[config.mk]
export PLATFORM = sky130hd
export DESIGN_NAME = sexpr_token_lexer_flat
export DESIGN_NICKNAME = d
export VERILOG_FILES = /design/src/stl_pkg.sv /design/src/stl_in_if.sv /design/src/stl_out_if.sv /design/src/stl_step.sv /design/src/stl_queue.sv /design/src/sexpr_token_lexer.sv /design/src/flat_wrapper.sv
export SDC_FILE = /design/constraint.sdc
export NUM_CORES = 1
export LEC_CHECK = 0
export BUFFER_PORTS_ARGS = -buffer_cell sky130_fd_sc_hd__buf_4
export CORE_AREA = 2 2 197 276
export CTS_BUF_LIST = sky130_fd_sc_hd__clkbuf_16
export CTS_CLUSTER_DIAMETER = 100
export CTS_CLUSTER_SIZE = 20
export DETAILED_ROUTE_END_ITERATION = 16
export DIE_AREA = 0 0 199 278
export PLACE_DENSITY = 0.49
export SYNTH_ARGS = -nofsm -noshare
export SYNTH_HDL_FRONTEND = slang
export SYNTH_SLANG_ARGS = --single-unit
[constraint.sdc]
create_clock -name clk -period 5.6 [get_ports clk]
set_input_delay 1.12 -clock clk [delete_from_list [all_inputs] [get_ports clk]]
set_output_delay 1.12 -clock clk [all_outputs]
set_load 0.03 [all_outputs]
[src/stl_pkg.sv]
// Shared types, constants and character-class functions of the S-expression lexer.
// No dependencies; the other files of the block that use it refer to it by scoped names.
package stl_pkg;

	localparam int LENGTH_WIDTH_DEF   = 12;
	localparam int POSITION_WIDTH_DEF = 16;
	localparam int KIND_WIDTH         = 5;
	localparam int QUEUE_DEPTH        = 4;

	typedef enum logic [KIND_WIDTH-1:0] {
		KIND_ERROR        = 5'd0,
		KIND_EOF          = 5'd1,
		KIND_LPAREN       = 5'd2,
		KIND_RPAREN       = 5'd3,
		KIND_INDEX        = 5'd4,
		KIND_ATTRIBUTE    = 5'd5,
		KIND_KEYWORD      = 5'd6,
		KIND_SYMBOL       = 5'd7,
		KIND_QSYM         = 5'd8,
		KIND_UNTERM_QSYM  = 5'd9,
		KIND_STRING       = 5'd10,
		KIND_UNTERM_STR   = 5'd11,
		KIND_INT          = 5'd12,
		KIND_DEC          = 5'd13,
		KIND_BIN          = 5'd14,
		KIND_HEX          = 5'd15,
		KIND_FIELD        = 5'd16
	} kind_t;

	typedef enum logic [19:0] {
		M_IDLE    = 20'h00001,
		M_COMMENT = 20'h00002,
		M_QSYM    = 20'h00004,
		M_STR     = 20'h00008,
		M_STR_Q   = 20'h00010,
		M_HASH    = 20'h00020,
		M_BIN0    = 20'h00040,
		M_BIN     = 20'h00080,
		M_HEX0    = 20'h00100,
		M_HEX     = 20'h00200,
		M_FF0     = 20'h00400,
		M_FFA     = 20'h00800,
		M_FFM     = 20'h01000,
		M_FFB     = 20'h02000,
		M_INT     = 20'h04000,
		M_DEC0    = 20'h08000,
		M_DEC     = 20'h10000,
		M_COLON   = 20'h20000,
		M_KEYWORD = 20'h40000,
		M_SYMBOL  = 20'h80000
	} mode_t;

	// Which of the two result slots a character fills.
	typedef struct packed {
		logic first;
		logic second;
	} push_t;

	localparam logic [7:0] CH_LF    = 8'h0A;
	localparam logic [7:0] CH_SEMI  = ";";
	localparam logic [7:0] CH_BAR   = "|";
	localparam logic [7:0] CH_HASH  = "#";
	localparam logic [7:0] CH_QUOTE = 8'h22;
	localparam logic [7:0] CH_COLON = ":";
	localparam logic [7:0] CH_LPAR  = "(";
	localparam logic [7:0] CH_RPAR  = ")";
	localparam logic [7:0] CH_UNDER = "_";
	localparam logic [7:0] CH_BANG  = "!";
	localparam logic [7:0] CH_M     = "m";
	localparam logic [7:0] CH_DOT   = ".";
	localparam logic [7:0] CH_B     = "b";
	localparam logic [7:0] CH_X     = "x";
	localparam logic [7:0] CH_F     = "f";

	function automatic logic is_space(input logic [7:0] c);
		return (c == " ") || (c >= 8'd9 && c <= 8'd13);
	endfunction

	function automatic logic is_digit(input logic [7:0] c);
		return c >= "0" && c <= "9";
	endfunction

	function automatic logic is_bit(input logic [7:0] c);
		return c == "0" || c == "1";
	endfunction

	function automatic logic is_hex(input logic [7:0] c);
		return is_digit(c) || (c >= "a" && c <= "f") || (c >= "A" && c <= "F");
	endfunction

	function automatic logic is_sym_start(input logic [7:0] c);
		logic r;
		r = (c >= "a" && c <= "z") || (c >= "A" && c <= "Z");
		case (c)
			"~", "!", "@", "$", "%", "^", "&", "*", "+", "=",
			"<", ">", ".", "?", "/", "_", "-": r = 1'b1;
			default: ;
		endcase
		return r;
	endfunction

	function automatic logic is_sym_char(input logic [7:0] c);
		return is_sym_start(c) || is_digit(c);
	endfunction

endpackage

[src/stl_in_if.sv]
// Character channel of the lexer: one byte or an end-of-input mark per word.
// Depends on nothing.
interface stl_in_if;
	logic       valid;
	logic       ready;
	logic [7:0] char_byte;
	logic       end_of_input;

	modport source (output valid, output char_byte, output end_of_input, input ready);
	modport sink   (input valid, input char_byte, input end_of_input, output ready);
endinterface

[src/stl_out_if.sv]
// Token channel of the lexer: kind, length and start position per word.
// Depends on stl_pkg for the kind width.
interface stl_out_if #(
	parameter int LENGTH_WIDTH   = stl_pkg::LENGTH_WIDTH_DEF,
	parameter int POSITION_WIDTH = stl_pkg::POSITION_WIDTH_DEF
);
	logic                           valid;
	logic                           ready;
	logic [stl_pkg::KIND_WIDTH-1:0] token_kind;
	logic [LENGTH_WIDTH-1:0]        token_length;
	logic [POSITION_WIDTH-1:0]      start_line;
	logic [POSITION_WIDTH-1:0]      start_column;
	logic                           last;

	modport source (output valid, output token_kind, output token_length, output start_line,
		output start_column, output last, input ready);
	modport sink (input valid, input token_kind, input token_length, input start_line,
		input start_column, input last, output ready);
endinterface

[src/stl_step.sv]
// Next-state and result logic of the lexer for one character or end-of-input mark.
// Depends on stl_pkg for scan modes, token kinds and character classes.
module stl_step #(
	parameter int LENGTH_WIDTH   = stl_pkg::LENGTH_WIDTH_DEF,
	parameter int POSITION_WIDTH = stl_pkg::POSITION_WIDTH_DEF,
	localparam int EntryW        = stl_pkg::KIND_WIDTH + LENGTH_WIDTH + 2 * POSITION_WIDTH + 1
) (
	input  stl_pkg::mode_t              mode_q,
	input  logic [LENGTH_WIDTH-1:0]     len_q,
	input  logic [POSITION_WIDTH-1:0]   line_q,
	input  logic [POSITION_WIDTH-1:0]   col_q,
	input  logic [POSITION_WIDTH-1:0]   sline_q,
	input  logic [POSITION_WIDTH-1:0]   scol_q,
	input  logic [7:0]                  ch,
	input  logic                        eoi,
	output stl_pkg::mode_t              nxt_mode,
	output logic [LENGTH_WIDTH-1:0]     nxt_len,
	output logic [POSITION_WIDTH-1:0]   nxt_line,
	output logic [POSITION_WIDTH-1:0]   nxt_col,
	output logic [POSITION_WIDTH-1:0]   nxt_sline,
	output logic [POSITION_WIDTH-1:0]   nxt_scol,
	output stl_pkg::push_t              push,
	output logic [EntryW-1:0]           d0,
	output logic [EntryW-1:0]           d1
);

	logic [LENGTH_WIDTH-1:0] grow;
	logic                    a_v;
	stl_pkg::kind_t          a_kind;
	logic [LENGTH_WIDTH-1:0] a_len;
	logic                    b_v;
	stl_pkg::kind_t          b_kind;
	logic [LENGTH_WIDTH-1:0] b_len;
	logic                    relex;

	assign grow = (len_q == '1) ? len_q : len_q + LENGTH_WIDTH'(1);

	always_comb begin
		nxt_mode  = mode_q;
		nxt_len   = len_q;
		nxt_sline = sline_q;
		nxt_scol  = scol_q;
		nxt_line  = line_q;
		nxt_col   = col_q;
		a_v       = 1'b0;
		a_kind    = stl_pkg::KIND_ERROR;
		a_len     = len_q;
		b_v       = 1'b0;
		b_kind    = stl_pkg::KIND_ERROR;
		b_len     = LENGTH_WIDTH'(1);
		relex     = 1'b0;

		if (eoi) begin
			// Close whatever is open, then report end of stream at the current position.
			a_v = !(mode_q == stl_pkg::M_IDLE || mode_q == stl_pkg::M_COMMENT);
			case (mode_q)
				stl_pkg::M_QSYM:    a_kind = stl_pkg::KIND_UNTERM_QSYM;
				stl_pkg::M_STR:     a_kind = stl_pkg::KIND_UNTERM_STR;
				stl_pkg::M_STR_Q:   a_kind = stl_pkg::KIND_STRING;
				stl_pkg::M_SYMBOL:  a_kind = stl_pkg::KIND_SYMBOL;
				stl_pkg::M_KEYWORD: a_kind = stl_pkg::KIND_KEYWORD;
				stl_pkg::M_INT:     a_kind = stl_pkg::KIND_INT;
				stl_pkg::M_DEC:     a_kind = stl_pkg::KIND_DEC;
				stl_pkg::M_BIN:     a_kind = stl_pkg::KIND_BIN;
				stl_pkg::M_HEX:     a_kind = stl_pkg::KIND_HEX;
				stl_pkg::M_FFB:     a_kind = stl_pkg::KIND_FIELD;
				default:            a_kind = stl_pkg::KIND_ERROR;
			endcase
			b_v      = 1'b1;
			b_kind   = stl_pkg::KIND_EOF;
			b_len    = '0;
			nxt_mode = stl_pkg::M_IDLE;
			nxt_len  = '0;
		end else begin
			case (mode_q)
				stl_pkg::M_COMMENT: begin
					if (ch == stl_pkg::CH_LF) nxt_mode = stl_pkg::M_IDLE;
				end
				stl_pkg::M_QSYM: begin
					nxt_len = grow;
					if (ch == stl_pkg::CH_BAR) begin
						a_v = 1'b1; a_kind = stl_pkg::KIND_QSYM; a_len = grow;
						nxt_mode = stl_pkg::M_IDLE;
					end
				end
				stl_pkg::M_STR: begin
					nxt_len = grow;
					if (ch == stl_pkg::CH_QUOTE) nxt_mode = stl_pkg::M_STR_Q;
				end
				stl_pkg::M_STR_Q: begin
					// A doubled quote is an escaped quote inside the string.
					if (ch == stl_pkg::CH_QUOTE) begin
						nxt_len = grow; nxt_mode = stl_pkg::M_STR;
					end else begin
						a_v = 1'b1; a_kind = stl_pkg::KIND_STRING; relex = 1'b1;
					end
				end
				stl_pkg::M_HASH: begin
					if (ch == stl_pkg::CH_B) begin
						nxt_len = grow; nxt_mode = stl_pkg::M_BIN0;
					end else if (ch == stl_pkg::CH_X) begin
						nxt_len = grow; nxt_mode = stl_pkg::M_HEX0;
					end else if (ch == stl_pkg::CH_F) begin
						nxt_len = grow; nxt_mode = stl_pkg::M_FF0;
					end else begin
						a_v = 1'b1; a_len = grow; nxt_mode = stl_pkg::M_IDLE;
					end
				end
				stl_pkg::M_BIN0: begin
					if (stl_pkg::is_bit(ch)) begin
						nxt_len = grow; nxt_mode = stl_pkg::M_BIN;
					end else begin
						a_v = 1'b1; a_len = grow; nxt_mode = stl_pkg::M_IDLE;
					end
				end
				stl_pkg::M_BIN: begin
					if (stl_pkg::is_bit(ch)) nxt_len = grow;
					else begin
						a_v = 1'b1; a_kind = stl_pkg::KIND_BIN; relex = 1'b1;
					end
				end
				stl_pkg::M_HEX0: begin
					if (stl_pkg::is_hex(ch)) begin
						nxt_len = grow; nxt_mode = stl_pkg::M_HEX;
					end else begin
						a_v = 1'b1; a_len = grow; nxt_mode = stl_pkg::M_IDLE;
					end
				end
				stl_pkg::M_HEX: begin
					if (stl_pkg::is_hex(ch)) nxt_len = grow;
					else begin
						a_v = 1'b1; a_kind = stl_pkg::KIND_HEX; relex = 1'b1;
					end
				end
				stl_pkg::M_FF0: begin
					if (stl_pkg::is_digit(ch)) begin
						nxt_len = grow; nxt_mode = stl_pkg::M_FFA;
					end else begin
						a_v = 1'b1; a_len = grow; nxt_mode = stl_pkg::M_IDLE;
					end
				end
				stl_pkg::M_FFA: begin
					if (stl_pkg::is_digit(ch)) nxt_len = grow;
					else if (ch == stl_pkg::CH_M) begin
						nxt_len = grow; nxt_mode = stl_pkg::M_FFM;
					end else begin
						a_v = 1'b1; a_len = grow; nxt_mode = stl_pkg::M_IDLE;
					end
				end
				stl_pkg::M_FFM: begin
					if (stl_pkg::is_digit(ch)) begin
						nxt_len = grow; nxt_mode = stl_pkg::M_FFB;
					end else begin
						a_v = 1'b1; a_len = grow; nxt_mode = stl_pkg::M_IDLE;
					end
				end
				stl_pkg::M_FFB: begin
					if (stl_pkg::is_digit(ch)) nxt_len = grow;
					else begin
						a_v = 1'b1; a_kind = stl_pkg::KIND_FIELD; relex = 1'b1;
					end
				end
				stl_pkg::M_INT: begin
					if (stl_pkg::is_digit(ch)) nxt_len = grow;
					else if (ch == stl_pkg::CH_DOT) begin
						nxt_len = grow; nxt_mode = stl_pkg::M_DEC0;
					end else begin
						a_v = 1'b1; a_kind = stl_pkg::KIND_INT; relex = 1'b1;
					end
				end
				stl_pkg::M_DEC0: begin
					if (stl_pkg::is_digit(ch)) begin
						nxt_len = grow; nxt_mode = stl_pkg::M_DEC;
					end else begin
						a_v = 1'b1; a_len = grow; nxt_mode = stl_pkg::M_IDLE;
					end
				end
				stl_pkg::M_DEC: begin
					if (stl_pkg::is_digit(ch)) nxt_len = grow;
					else begin
						a_v = 1'b1; a_kind = stl_pkg::KIND_DEC; relex = 1'b1;
					end
				end
				stl_pkg::M_COLON: begin
					if (stl_pkg::is_sym_start(ch)) begin
						nxt_len = grow; nxt_mode = stl_pkg::M_KEYWORD;
					end else begin
						a_v = 1'b1; a_len = grow; nxt_mode = stl_pkg::M_IDLE;
					end
				end
				stl_pkg::M_KEYWORD: begin
					if (stl_pkg::is_sym_char(ch)) nxt_len = grow;
					else begin
						a_v = 1'b1; a_kind = stl_pkg::KIND_KEYWORD; relex = 1'b1;
					end
				end
				stl_pkg::M_SYMBOL: begin
					if (stl_pkg::is_sym_char(ch)) nxt_len = grow;
					else begin
						a_v = 1'b1; a_kind = stl_pkg::KIND_SYMBOL; relex = 1'b1;
					end
				end
				default: relex = 1'b1;
			endcase

			// The character that ended a token, or one seen between tokens, may start a new one.
			if (relex) begin
				nxt_mode = stl_pkg::M_IDLE;
				if (!stl_pkg::is_space(ch)) begin
					case (ch)
						stl_pkg::CH_SEMI:  nxt_mode = stl_pkg::M_COMMENT;
						stl_pkg::CH_BAR:   nxt_mode = stl_pkg::M_QSYM;
						stl_pkg::CH_QUOTE: nxt_mode = stl_pkg::M_STR;
						stl_pkg::CH_HASH:  nxt_mode = stl_pkg::M_HASH;
						stl_pkg::CH_COLON: nxt_mode = stl_pkg::M_COLON;
						stl_pkg::CH_LPAR:  begin b_v = 1'b1; b_kind = stl_pkg::KIND_LPAREN;    end
						stl_pkg::CH_RPAR:  begin b_v = 1'b1; b_kind = stl_pkg::KIND_RPAREN;    end
						stl_pkg::CH_UNDER: begin b_v = 1'b1; b_kind = stl_pkg::KIND_INDEX;     end
						stl_pkg::CH_BANG:  begin b_v = 1'b1; b_kind = stl_pkg::KIND_ATTRIBUTE; end
						default: begin
							if (stl_pkg::is_digit(ch)) nxt_mode = stl_pkg::M_INT;
							else if (stl_pkg::is_sym_start(ch)) nxt_mode = stl_pkg::M_SYMBOL;
							else b_v = 1'b1;
						end
					endcase
					if (nxt_mode != stl_pkg::M_IDLE && nxt_mode != stl_pkg::M_COMMENT) begin
						nxt_len   = LENGTH_WIDTH'(1);
						nxt_sline = line_q;
						nxt_scol  = col_q;
					end
				end
			end

			if (ch == stl_pkg::CH_LF) begin
				nxt_line = (line_q == '1) ? line_q : line_q + POSITION_WIDTH'(1);
				nxt_col  = '0;
			end else begin
				nxt_col = (col_q == '1) ? col_q : col_q + POSITION_WIDTH'(1);
			end
		end
	end

	// Results are packed as {kind, length, line, column, last}; the first valid one goes to d0.
	always_comb begin
		push.first  = a_v || b_v;
		push.second = a_v && b_v;
		d1 = {b_kind, b_len, line_q, col_q, 1'b1};
		if (a_v) d0 = {a_kind, a_len, sline_q, scol_q, !b_v};
		else     d0 = d1;
	end

endmodule

[src/stl_queue.sv]
// Small result queue of the lexer: takes up to two words a cycle, gives one while the consumer is ready.
// Depends on stl_pkg for the push flags.
module stl_queue #(
	parameter int WIDTH = 8,
	parameter int DEPTH = stl_pkg::QUEUE_DEPTH
) (
	input  logic              clk,
	input  logic              arst_n,
	input  stl_pkg::push_t    push,
	input  logic [WIDTH-1:0]  d0,
	input  logic [WIDTH-1:0]  d1,
	output logic              room,
	output logic              out_valid,
	input  logic              out_ready,
	output logic [WIDTH-1:0]  out_data
);

	localparam int PtrW = $clog2(DEPTH);
	localparam int CntW = $clog2(DEPTH + 1);

	logic [WIDTH-1:0] mem_q [DEPTH];
	logic [PtrW-1:0]  wr_q;
	logic [PtrW-1:0]  rd_q;
	logic [CntW-1:0]  cnt_q;
	logic             pop;
	logic [PtrW-1:0]  wr_next;

	assign pop       = out_valid && out_ready;
	assign out_valid = cnt_q != '0;
	assign out_data  = mem_q[rd_q];
	// Room is judged on space for two words, so it does not wait on the consumer.
	assign room      = cnt_q <= CntW'(DEPTH - 2);
	assign wr_next   = wr_q + PtrW'(1);

	always_ff @(posedge clk) begin
		if (push.first) mem_q[wr_q] <= d0;
		if (push.second) mem_q[wr_next] <= d1;
	end

	always_ff @(posedge clk or negedge arst_n) begin
		if (!arst_n) begin
			wr_q  <= '0;
			rd_q  <= '0;
			cnt_q <= '0;
		end else begin
			wr_q  <= wr_q + PtrW'(push.first) + PtrW'(push.second);
			if (pop) rd_q <= rd_q + PtrW'(1);
			cnt_q <= cnt_q + CntW'(push.first) + CntW'(push.second) - CntW'(pop);
		end
	end

endmodule

[src/sexpr_token_lexer.sv]
// S-expression token lexer. Characters enter one per word; each word is registered, classified
// against the scan state, and its tokens land in a four-entry result queue. The sustained rate
// is one character per cycle; a character that both closes a token and yields another (or an
// end-of-input mark after an open token) gives two token words, which leave the queue at one
// word per cycle while the consumer is ready, so input holds off only while the queue cannot
// take two words. A character is first held in the stage register; its tokens are written into
// the queue when it is processed and are offered at the output from then on.
// Depends on stl_pkg, stl_in_if, stl_out_if, stl_step and stl_queue.
module sexpr_token_lexer #(
	parameter int LENGTH_WIDTH   = stl_pkg::LENGTH_WIDTH_DEF,
	parameter int POSITION_WIDTH = stl_pkg::POSITION_WIDTH_DEF
) (
	input logic        clk,
	input logic        arst_n,
	stl_in_if.sink     chars,
	stl_out_if.source  tokens
);

	localparam int EntryW = stl_pkg::KIND_WIDTH + LENGTH_WIDTH + 2 * POSITION_WIDTH + 1;

	logic                      valid_s1;
	logic [7:0]                char_s1;
	logic                      eoi_s1;
	logic                      room;
	logic                      go;

	stl_pkg::mode_t            mode_q;
	logic [LENGTH_WIDTH-1:0]   len_q;
	logic [POSITION_WIDTH-1:0] line_q;
	logic [POSITION_WIDTH-1:0] col_q;
	logic [POSITION_WIDTH-1:0] sline_q;
	logic [POSITION_WIDTH-1:0] scol_q;

	stl_pkg::mode_t            nxt_mode;
	logic [LENGTH_WIDTH-1:0]   nxt_len;
	logic [POSITION_WIDTH-1:0] nxt_line;
	logic [POSITION_WIDTH-1:0] nxt_col;
	logic [POSITION_WIDTH-1:0] nxt_sline;
	logic [POSITION_WIDTH-1:0] nxt_scol;
	stl_pkg::push_t            step_push;
	stl_pkg::push_t            push;
	logic [EntryW-1:0]         d0;
	logic [EntryW-1:0]         d1;
	logic [EntryW-1:0]         out_data;

	assign go           = valid_s1 && room;
	assign chars.ready  = !valid_s1 || go;
	assign push.first   = go && step_push.first;
	assign push.second  = go && step_push.second;

	always_ff @(posedge clk) begin
		if (chars.valid && chars.ready) begin
			char_s1 <= chars.char_byte;
			eoi_s1  <= chars.end_of_input;
		end
	end

	always_ff @(posedge clk or negedge arst_n) begin
		if (!arst_n) begin
			valid_s1 <= 1'b0;
			mode_q   <= stl_pkg::M_IDLE;
			len_q    <= '0;
			line_q   <= '0;
			col_q    <= '0;
			sline_q  <= '0;
			scol_q   <= '0;
		end else begin
			if (chars.ready) valid_s1 <= chars.valid;
			if (go) begin
				mode_q  <= nxt_mode;
				len_q   <= nxt_len;
				line_q  <= nxt_line;
				col_q   <= nxt_col;
				sline_q <= nxt_sline;
				scol_q  <= nxt_scol;
			end
		end
	end

	stl_step #(
		.LENGTH_WIDTH   (LENGTH_WIDTH),
		.POSITION_WIDTH (POSITION_WIDTH)
	) u_step (
		.mode_q    (mode_q),
		.len_q     (len_q),
		.line_q    (line_q),
		.col_q     (col_q),
		.sline_q   (sline_q),
		.scol_q    (scol_q),
		.ch        (char_s1),
		.eoi       (eoi_s1),
		.nxt_mode  (nxt_mode),
		.nxt_len   (nxt_len),
		.nxt_line  (nxt_line),
		.nxt_col   (nxt_col),
		.nxt_sline (nxt_sline),
		.nxt_scol  (nxt_scol),
		.push      (step_push),
		.d0        (d0),
		.d1        (d1)
	);

	stl_queue #(
		.WIDTH (EntryW),
		.DEPTH (stl_pkg::QUEUE_DEPTH)
	) u_queue (
		.clk       (clk),
		.arst_n    (arst_n),
		.push      (push),
		.d0        (d0),
		.d1        (d1),
		.room      (room),
		.out_valid (tokens.valid),
		.out_ready (tokens.ready),
		.out_data  (out_data)
	);

	assign {tokens.token_kind, tokens.token_length, tokens.start_line, tokens.start_column,
		tokens.last} = out_data;

endmodule

[src/flat_wrapper.sv]
// flat-port wrapper written by rule: the top's interface ports become plain ports
module sexpr_token_lexer_flat 
#(
	parameter int LENGTH_WIDTH   = stl_pkg::LENGTH_WIDTH_DEF,
	parameter int POSITION_WIDTH = stl_pkg::POSITION_WIDTH_DEF
)
  (clk, arst_n, chars_valid, chars_char_byte, chars_end_of_input, chars_ready, tokens_valid, tokens_token_kind, tokens_token_length, tokens_start_line, tokens_start_column, tokens_last, tokens_ready);
  stl_in_if chars_i ();
  stl_out_if #(.LENGTH_WIDTH(LENGTH_WIDTH), .POSITION_WIDTH(POSITION_WIDTH)) tokens_i ();
  input logic clk;
  input logic arst_n;
  input wire logic [$bits(chars_i.valid)-1:0] chars_valid;
  input wire logic [$bits(chars_i.char_byte)-1:0] chars_char_byte;
  input wire logic [$bits(chars_i.end_of_input)-1:0] chars_end_of_input;
  output wire logic [$bits(chars_i.ready)-1:0] chars_ready;
  output wire logic [$bits(tokens_i.valid)-1:0] tokens_valid;
  output wire logic [$bits(tokens_i.token_kind)-1:0] tokens_token_kind;
  output wire logic [$bits(tokens_i.token_length)-1:0] tokens_token_length;
  output wire logic [$bits(tokens_i.start_line)-1:0] tokens_start_line;
  output wire logic [$bits(tokens_i.start_column)-1:0] tokens_start_column;
  output wire logic [$bits(tokens_i.last)-1:0] tokens_last;
  input wire logic [$bits(tokens_i.ready)-1:0] tokens_ready;
  assign chars_i.valid = chars_valid;
  assign chars_i.char_byte = chars_char_byte;
  assign chars_i.end_of_input = chars_end_of_input;
  assign chars_ready = chars_i.ready;
  assign tokens_valid = tokens_i.valid;
  assign tokens_token_kind = tokens_i.token_kind;
  assign tokens_token_length = tokens_i.token_length;
  assign tokens_start_line = tokens_i.start_line;
  assign tokens_start_column = tokens_i.start_column;
  assign tokens_last = tokens_i.last;
  assign tokens_i.ready = tokens_ready;
  sexpr_token_lexer #(.LENGTH_WIDTH(LENGTH_WIDTH), .POSITION_WIDTH(POSITION_WIDTH)) u_core (.clk(clk), .arst_n(arst_n), .chars(chars_i), .tokens(tokens_i));
endmodule
; ---- Word level (Yosys, flattened, before mapping)
; Memories as Yosys holds them, arrays and structs flattened.
; Cells that the tools add are included.
[totals]
n_memories = 1
ff_bits = 113
input_bits = 13
mem_bits_rw = 200
output_inout_bits = 52
elab_cells = 266
[mem_list]
columns = name, words, word_bits, rd, rd_clocked_by_memory_dff, wr, line_no
row1 = u_core.u_queue.mem_q, 4, 50, 1, 0, 2, stl_queue.sv:21  ; logic [WIDTH-1:0] mem_q [DEPTH];
[classes]
mux = 121
reduce_logical = 43
n_lt_le_gt_ge = 11
n_eq_ne = 65
bitwise_logic = 3
add_sub_neg = 10
[op_table]
columns = op, count
row1 = $mux W12, 31
row2 = $mux W20, 15
row3 = $pmux W20 S13, 1
row4 = $eq A8 B6 Y1 const B, 22
row5 = $pmux W12 S11, 1
row6 = $pmux W20 S6, 1
row7 = $pmux W12 S7, 1
row8 = $eq A8 B7 Y1 const B, 9
row9 = $mux W50, 1
row10 = $pmux W5 S10, 1
row11 = $pmux W5 S9, 1
row12 = $mux W1, 39
row13 = $mux W11, 3
row14 = $add A16 B1 Y16 const B, 2
row15 = $eq A16 B16 Y1 const B, 2
row16 = $le A8 B7 Y1 const B, 4
row17 = $mux W16, 2
row18 = $mux W4, 7
row19 = $ne A4 B3 Y1 const B, 6
row20 = $eq A20 B1 Y1 const B, 1
row21 = $eq A20 B10 Y1 const B, 1
row22 = $eq A20 B11 Y1 const B, 1
row23 = $eq A20 B12 Y1 const B, 1
row24 = $eq A20 B13 Y1 const B, 1
row25 = other kinds (61), 99

; ---- Logic depth before layout (Yosys ltp)
; Gate-level depths: netlist (run 1).
[depth]
depth_word = 24
ltp_mapped = 16
depth_no_buf = 13

; ---- Cells and area by module
; From an unflattened synthesis (run 1), not the netlist that was laid out.
[unflattened]
hier_cells = 1476
hier_area_um2 = 19028.2
[by_module_without_submodules]
columns = mod, seq_area_each_um2, cells_per_inst, n_inst, area_each_um2
row1 = stl_queue, 6180.9, 520, 1, 9978.3
row2 = stl_step, 0.0, 738, 1, 5001.0
row3 = sexpr_token_lexer, 2698.8, 218, 1, 4048.9

; ---- Worst setup path after synthesis (run 1)
; No wires, ideal clock.
[synth_path]
kind = register to register
startpoint = register u_core.mode_q[17]
endpoint = register u_core.u_queue.cnt_q[2]
stages_incl_launch_ff = 15
synth_period_minus_slack_ns = 4.208
path_buffers = 1
setup_ns = 0.123
path_slack_ns = 1.392
t_arrival_ns = 4.086
required_time_ns = 5.477
path_cell_list = dfrtp_1 or4_4 or3_1 nor4b_1 a22oi_1 o311ai_2 or3_1 buf_2 nand2_1 or3_1 ha_1 inv_1 fa_1 fa_1 xnor2_1
[synth_between]
elab_chain_cells = 11
word_cells_on_any_way = 40
classes_between = add/sub: 3 / eq/ne: 20 / mux: 6 / reduce/logical: 11
[synth_lines]
columns = item, line_no
row1 = "start, declared", sexpr_token_lexer.sv:27  ; stl_pkg::mode_t mode_q;
row2 = "start signal, assigned", sexpr_token_lexer.sv:61  ; mode_q <= stl_pkg::M_IDLE;
row3 = "start signal, assigned", sexpr_token_lexer.sv:70  ; mode_q <= nxt_mode;
row4 = $eq A20 B2 Y1 (tied with other cells), "stl_step.sv:55, stl_step.sv:75"
row5 = $reduce_or A11 Y1 (no source line) or $reduce_or A2 Y1 (tied branches), n/a
row6 = $pmux W1 S8, stl_step.sv:75  ; case (mode_q)
row7 = $mux W1, stl_step.sv:53  ; if (eoi) begin
row8 = $mux W1, stl_step.sv:207  ; if (relex) begin
row9 = $mux W1, stl_step.sv:53
row10 = $logic_or A1 B1 Y1, stl_step.sv:245  ; push.first = a_v || b_v;
row11 = $logic_and A1 B1 Y1, sexpr_token_lexer.sv:48  ; assign push.first = go && step_push.first;
row12 = $add A3 B1 Y3, stl_queue.sv:48  ; cnt_q <= cnt_q + CntW'(push.first) + CntW'(push.second) - CntW'(pop);
row13 = $add A3 B1 Y3 (*), stl_queue.sv:48
row14 = $sub A3 B1 Y3 (*), stl_queue.sv:48
row15 = "end signal, assigned", stl_queue.sv:48
row16 = "end, declared", stl_queue.sv:24  ; logic [CntW-1:0] cnt_q;
; Every way passes the cells marked *; elsewhere a longest branch is shown, timed or not. The select of a mux whose other input is x is not followed.
; A chain may end at the register's enable or synchronous reset.

; ---- Worst setup path after layout (run 1)
[layout_path]
startpoint = register u_core.char_s1[2]
endpoint = register u_core.u_queue.cnt_q[2]
[layout_between]
elab_chain_cells = 20
word_cells_on_any_way = 101
classes_between = add/sub: 3 / order compare: 10 / eq/ne: 31 / mux: 37 / reduce/logical: 20
[layout_lines]
columns = item, line_no
row1 = "start, declared", sexpr_token_lexer.sv:22  ; logic [7:0] char_s1;
row2 = "start signal, assigned", sexpr_token_lexer.sv:53  ; char_s1 <= chars.char_byte;
row3 = $ge A8 B7 Y1 or $le A8 B7 Y1 (tied branches), "stl_pkg.sv:88, stl_pkg.sv:93"
row4 = $logic_and A1 B1 Y1, stl_pkg.sv:93  ; r = (c >= "a" && c <= "z") || (c >= "A" && c <= "Z");
row5 = $logic_or A1 B1 Y1, stl_pkg.sv:93
row6 = $mux W1, stl_pkg.sv:94  ; case (c)
row7 = $mux W1, stl_step.sv:221  ; if (stl_pkg::is_digit(ch)) nxt_mode = stl_pkg::M_INT;
row8 = $mux W1, stl_step.sv:210  ; case (ch)
row9 = $mux W1, stl_step.sv:209  ; if (!stl_pkg::is_space(ch)) begin
row10 = $mux W1, stl_step.sv:207
row11 = (+4 left out), n/a
row12 = $mux W1, stl_step.sv:209
row13 = $mux W1, stl_step.sv:207
row14 = $mux W1, stl_step.sv:53
row15 = $logic_or A1 B1 Y1, stl_step.sv:245
row16 = $logic_and A1 B1 Y1, sexpr_token_lexer.sv:48
row17 = $add A3 B1 Y3, stl_queue.sv:48
row18 = $add A3 B1 Y3 (*), stl_queue.sv:48
row19 = $sub A3 B1 Y3 (*), stl_queue.sv:48
; Marked as above.

==> flow_metrics.env, run 1 <==
export IMPL_drive_above_1_share=0.195
export IMPL_hold_violations=0
export IMPL_post_cts_resized=0
export IMPL_ys_warn_count=0
export IMPL_fin_area_sq_um=17500
export IMPL_drt_iter0_drc=746
export IMPL_synth_cell_types=82
export IMPL_synth_compound_area_frac=0.173
export IMPL_synthSimpleGateAreaFrac=0.136
export IMPL_maxSlewViolCount=0
export IMPL_final_common_cell="edfxtp_1"
export IMPL_num_vias=11200
export IMPL_gr_usage_met1=0.197
export IMPL_synth_mux_area_frac=0.0975
export IMPL_yosysSeqAreaShare=0.531
export IMPL_dp_hpwl_microns=30600
export IMPL_leakage_uw=0.00643
export IMPL_area_growth_pct=11.8
export IMPL_pwr_share_clk=0.169
export IMPL_mostFrequentLayoutCells="edfxtp_1 (153), a22o_1 (138), buf_4 (108)"
export IMPL_io_pins=65
export IMPL_combPwrFrac=0.424
export IMPL_synth_top_family_by_area="compound AO/OA/AOI/OAI gates"
export IMPL_synth_edff_count=153
export IMPL_numPortBuffers=64
export IMPL_fin_ws_ns=0.765
export IMPL_busiest_layer="met2"
export IMPL_dr_pass1_iters=5
export IMPL_grt_max_degree=62
export IMPL_htreeDepth=1
export IMPL_avgSynthCellArea_sq_um=12.2
export IMPL_fp_dieW_microns=199
export IMPL_seq_power_share=0.407
export IMPL_dieArea_sq_um=55300
export IMPL_antenna_cells=0
export IMPL_vias_per_cell=5.51
export IMPL_routed_wl_microns=46600
export IMPL_insertion_delay_ns=0.54
export IMPL_rsz0062_at_grt="false"
export IMPL_hp_class="reg2reg"
export IMPL_synth_xor_area_frac=0.0201
export IMPL_synthesis_area_sq_um=15700
export IMPL_initial_core_util=0.296
export IMPL_power_density_nw_per_um2=474
export IMPL_finalCriticalPeriod_ns=4.83
export IMPL_status="completed"
export IMPL_synthCells=1288
export IMPL_ir_worst_vdd_mv=0.379
export IMPL_place_area_sq_um=17000
export IMPL_path_class="reg2reg"
export IMPL_std_cell_rows=100
export IMPL_tns_ns=0
export IMPL_fin_skew_ns=0.0219
export IMPL_p_int_uw=4820
export IMPL_routabilityCongestion=0.909
export IMPL_ys_flop_type="edfxtp_1"
export IMPL_grt_ovfl_total=0
export IMPL_synthAdderAreaFrac=0.00782
export IMPL_crit_path_end_kind="flop"
export IMPL_ctsHoldBuffers=0
export IMPL_maxCapViolations=0
export IMPL_async_flop_share=0.332
export IMPL_final_nets=1329
export IMPL_die_y_microns=278
export IMPL_grt_usage=0.168
export IMPL_cts_made_buffers=19
export IMPL_antenna_found_initial=0
export IMPL_ys_ff_latch=313
export IMPL_pre_cts_ws_ns=0.784
export IMPL_finalCritPeriodShare=0.863
export IMPL_startpoint_type="flop"
export IMPL_post_cts_buffers=0
export IMPL_drc=0
export IMPL_power_uw=8320
export IMPL_grt_first_pass_wirelength_microns=70700
export IMPL_clock_sinks=313
export IMPL_cts_tree="done"
export IMPL_use_met2=0.312
export IMPL_cts_buffer_depth=3
export IMPL_arrival_ns=5.26
export IMPL_grt_pass1_vias=11400
export IMPL_worstMarginPinSlew_ns=0.976
export IMPL_avgRoutedWirePerCell_microns=22.9
export IMPL_fin_hold_ws_ns=0.452
export IMPL_core_sq_um=52900
export IMPL_timing_fmax_mhz=207
export IMPL_net_switching_power_uw=3500
export IMPL_met3_usage=0.0185
export IMPL_root_buffer="clkbuf_16"
export IMPL_cp_required_ns=6.03
export IMPL_synth_fp_nets=1309
export IMPL_ant_nets=0
export IMPL_clk_pin_slew_ns=0.09
export IMPL_cp_max_fo=15
export IMPL_setup_violations=0
export IMPL_netSwitchingFraction=0.421
export IMPL_slew_headroom=0.350
## per-stage QoR
step                       util  instances
after floorplan               -       1288
after global placement    0.321       2001
after detailed placement  0.321       2001
after CTS                 0.331       2035
after global routing      0.331       2035
final                     0.331       2035
## worst paths after layout
check	from	to	cells after the start	slack, ns
max	u_core.char_s1[2]	u_core.u_queue.cnt_q[2]	13	0.77
min	u_core.u_queue.mem_q[2][0]	u_core.u_queue.mem_q[2][0]	2	0.45
max reg2reg	u_core.char_s1[2]	u_core.u_queue.cnt_q[2]	13	0.77
min reg2reg	u_core.u_queue.mem_q[2][0]	u_core.u_queue.mem_q[2][0]	2	0.45
max in group asynchronous	arst_n	u_core.u_queue.rd_q[0]	2	3.78
min in group asynchronous	arst_n	u_core.len_q[5]	1	0.66
## kinds of logic after synthesis
| family | Yosys count |
|---|---|
| and+or+nand+nor | 376 |
| AOI/OAI and AO/OA | 338 |
| DFF | 313 |
| buffers and inverters | 131 |
| muxes | 86 |
| xor gates and xnor gates | 36 |
| adders and majority gates | 8 |
## cell type report
class / count / area (sq um)
Sequential cell: 313 / 8320
Timing Repair Buffer: 108 / 811
Inverter: 22 / 82.6
Tap cell: 714 / 893
Clock buffer: 19 / 475
Fill cell: 5241 / 35400
Multi-Input combinational cell: 844 / 6880
Clock inverter: 15 / 63.8
## power groups by stage
stage / sequential, uW / clock (uW) / combinational (uW)
floorplan: 3160 / 0 / 2400
global route: 3460 / 1530 / 3760
global placement: 3420 / 0 / 3560
detailed placement: 3450 / 0 / 3580
finish: 3380 / 1400 / 3530
CTS: 3390 / 1450 / 3590
## per-layer routing
metal | wire, microns | part of all wire
met5 | 0 | 0
met4 | 1760 | 0.038
met3 | 1710 | 0.037
met2 | 24900 | 0.53
met1 | 18300 | 0.39
## worst max-delay path, stage by stage, from the launching register on
cell and delay [ns]:
edfxtp_1 0.58, or3_1 0.48, o221ai_1 0.21, nand4_1 0.21, or2_2 0.34, o311ai_2 0.50, or3_1 0.37, nand2_1 0.25
or3_1 0.45, ha_1 0.31, inv_1 0.05, fa_1 0.41, fa_1 0.42, xnor2_1 0.14
## sequential cells by signal, indices dropped and copies added, names as in the netlist
| signal | count |
|---|---|
| u_core.col_q | 16 |
| u_core.char_s1 | 8 |
| u_core.len_q | 12 |
| u_core.sline_q | 16 |
| u_core.u_queue.mem_q | 200 |
| u_core.u_queue.wr_q | 2 |
| u_core.scol_q | 16 |
| u_core.mode_q | 20 |
| u_core.line_q | 16 |
| u_core.eoi_s1 | 1 |
| u_core.u_queue.rd_q | 2 |
| u_core.valid_s1 | 1 |
| u_core.u_queue.cnt_q | 3 |
## synth_stat cells, types with 6 or more instances
master	n	area share
and4_1	7	0.0039
a21o_1	6	0.0029
nand4_1	23	0.0092
nor4_1	19	0.0076
dfrtp_1	103	0.16
edfxtp_1	153	0.29
a31oi_1	6	0.0024
or4_1	7	0.0034
or3_1	16	0.0064
mux4_2	50	0.072
nor4b_1	9	0.0050
o21a_1	6	0.0029
nor3_1	31	0.0099
nor2b_1	12	0.0048
a32o_1	16	0.010
o21ai_0	24	0.0077
dfxtp_1	56	0.072
a21oi_1	26	0.0083
and3_1	16	0.0064
mux2_2	34	0.024
buf_1	13	0.0031
xor2_1	17	0.0095
nand2b_1	14	0.0056
nand3_1	41	0.013
nor3b_1	6	0.0029
o2bb2ai_1	33	0.018
o41ai_1	8	0.0045
or2_2	9	0.0036
a22oi_1	10	0.0048
nand2_1	81	0.019
clkbuf_1	65	0.016
a22o_1	138	0.077
xnor2_1	19	0.011
o31ai_1	7	0.0034
o22ai_1	22	0.0088
buf_2	27	0.0086
nor2_1	48	0.011
inv_1	22	0.0053
and2_1	12	0.0048
(Power assumes the default switching activity.)
==> inputs of run 2 (changes only) <==
CORE_AREA = 2 2 140 197   (was 2 2 197 276)
DIE_AREA = 0 0 142 199   (was 0 0 199 278)
PLACE_DENSITY = 0.82   (was 0.49)
==> run 2 against run 1 <==
Net effect: flip-flop and latch count unchanged; die area decreased by 49%; largest power group unchanged; clock power about the same; critical endpoint unchanged; routed wire length decreased by 12%; clock skew increased by 0.0019 ns; via count increased by 2.0%; count of clock-buffer cells in the layout unchanged; worst setup slack got worse by 0.030 ns; combinational power decreased by 4%; register-to-register slack got worse by 0.03 ns.
==> flow_metrics.env, run 2 (synthesis gave the netlist of run 1 again) <==
export IMPL_status="completed"
export IMPL_mostFrequentLayoutCells="edfxtp_1 (153), a22o_1 (138), dfrtp_1 (101)"
export IMPL_n_fill_cell=2051
export IMPL_grt_usage=0.292
export IMPL_crit_path_end_kind="flop"
export IMPL_hp_class="reg2reg"
export IMPL_vias_per_cell=6.98
export IMPL_slew_headroom=0.356
export IMPL_core_sq_um=26600
export IMPL_antenna_cells=0
export IMPL_grt_first_pass_wirelength_microns=63500
export IMPL_clk_pin_slew_ns=0.08
export IMPL_leakage_uw=0.00639
export IMPL_multiInputGateArea_sq_um=6880
export IMPL_final_common_cell="edfxtp_1"
export IMPL_path_delay_family="simple AND/OR/NAND/NOR gates"
export IMPL_largest_register="u_core.u_queue.mem_q"
export IMPL_critPathSlowestCell="edfxtp_1"
export IMPL_cts_buffer_depth=3
export IMPL_cp_max_fo=15
export IMPL_worstMarginPinSlew_ns=0.966
export IMPL_cts_made_buffers=19
export IMPL_timing_fmax_mhz=206
export IMPL_largest_reg_flops=200
export IMPL_top_regs="u_core.u_queue.mem_q (200), u_core.mode_q (20)"
export IMPL_reg2reg_from="u_core.char_s1[2]"
export IMPL_fin_hold_ws_ns=0.455
export IMPL_cpMostUsedCell="or3_1"
export IMPL_htreeDepth=1
export IMPL_arrival_ns=5.27
export IMPL_avgRoutedWirePerCell_microns=24.9
export IMPL_cts_tree="done"
export IMPL_clock_sinks=313
export IMPL_drive_above_1_share=0.188
export IMPL_ant_nets=0
export IMPL_min_delay_start="u_core.u_queue.mem_q[3][0]"
export IMPL_maxSlewViolCount=0
export IMPL_startpoint_type="flop"
export IMPL_rsz0062_at_grt="false"
export IMPL_grt_max_degree=56
export IMPL_grt_ovfl_total=0
export IMPL_post_cts_buffers=0
export IMPL_hold_violations=0
export IMPL_ctsHoldBuffers=0
export IMPL_num_vias=11400
export IMPL_insertion_delay_ns=0.53
export IMPL_critPathMaxStageDelay_ns=0.59
export IMPL_final_nets=1320
export IMPL_drc=0
export IMPL_crit_chain="or3_1, o221ai_1, nand4_1, or2_2, o311ai_2, or3_1, nand2_1, or3_1, ha_1, inv_1, fa_1, fa_1, xnor2_1"
export IMPL_std_cell_rows=71
export IMPL_finalCritPeriodShare=0.869
export IMPL_fin_skew_ns=0.0238
export IMPL_dp_hpwl_microns=27000
export IMPL_path_class="reg2reg"
export IMPL_root_buffer="clkbuf_16"
export IMPL_fp_dieW_microns=142
export IMPL_finalCriticalPeriod_ns=4.86
export IMPL_io_pins=65
export IMPL_numPortBuffers=64
export IMPL_post_cts_resized=0
export IMPL_dr_pass1_iters=5
export IMPL_setup_violations=0
export IMPL_power_density_nw_per_um2=478
export IMPL_grt_pass1_vias=11400
export IMPL_die_y_microns=199
export IMPL_routed_wl_microns=40900
export IMPL_tns_ns=0
export IMPL_maxCapViolations=0
export IMPL_register_area_sq_um=8320
export IMPL_routabilityCongestion=0.998
export IMPL_antenna_found_initial=0
export IMPL_fin_util=0.639
export IMPL_worst_path_buf_inv=1
export IMPL_cp_required_ns=6.00
export IMPL_ir_worst_vdd_mv=0.347
export IMPL_dieArea_sq_um=28300
export IMPL_crit_path_start="u_core.char_s1[2]"
export IMPL_area_growth_pct=8.35
export IMPL_initial_core_util=0.590
export IMPL_drt_iter0_drc=1066
[run 2: path summary, 6_finish.rpt]
check / endpoint / slack [ns] / cells after the start
max: u_core.u_queue.cnt_q[2] / 0.74 / 13
min: u_core.u_queue.mem_q[3][0] / 0.46 / 2
max reg2reg: u_core.u_queue.cnt_q[2] / 0.74 / 13
min reg2reg: u_core.u_queue.mem_q[3][0] / 0.46 / 2
max in group asynchronous: u_core.scol_q[7] / 3.76 / 2
min in group asynchronous: u_core.mode_q[9] / 0.65 / 1
[run 2: layer usage]
metal	GRT usage	wire length, microns
met1	0.351	15100
met2	0.518	21600
met3	0.0436	2610
met4	0.133	1580
met5	0	0
[run 2: power breakdown]
| part | internal, uW | leakage, uW | switching, uW | total [uW] |
|---|---|---|---|---|
| combinational | 1170 | 0.00277 | 2210 | 3380 |
| clock | 625 | 0.000312 | 750 | 1370 |
| sequential | 2990 | 0.00331 | 380 | 3370 |
| total | 4780 | 0.00639 | 3340 | 8120 |
[run 2: worst min-delay path, cell delays in order, from the launching register on]
cell      delay, ns
dfxtp_1        0.32
inv_1          0.05
a21boi_1       0.05
[run 2: per-stage QoR]
stage | area [sq um] | cells | setup WS (ns) | total power [uW]
after CTS | 17000 | 1640 | 0.764 | 8140
after global placement | 16400 | 1606 | 0.864 | 6730
after floorplan | 15700 | 1288 | 1.39 | 5560
after detailed placement | 16400 | 1606 | 0.779 | 6780
final | 17000 | 1640 | 0.735 | 8120
after global routing | 17000 | 1640 | 0.506 | 8470
[run 2: area by class of cell]
type,instances,share of cell area
Tap cell,328,0.0242
Timing Repair Buffer,99,0.0438
Sequential cell,313,0.490
Inverter,22,0.00486
Clock buffer,19,0.0280
Clock inverter,15,0.00390
Multi-Input combinational cell,844,0.405
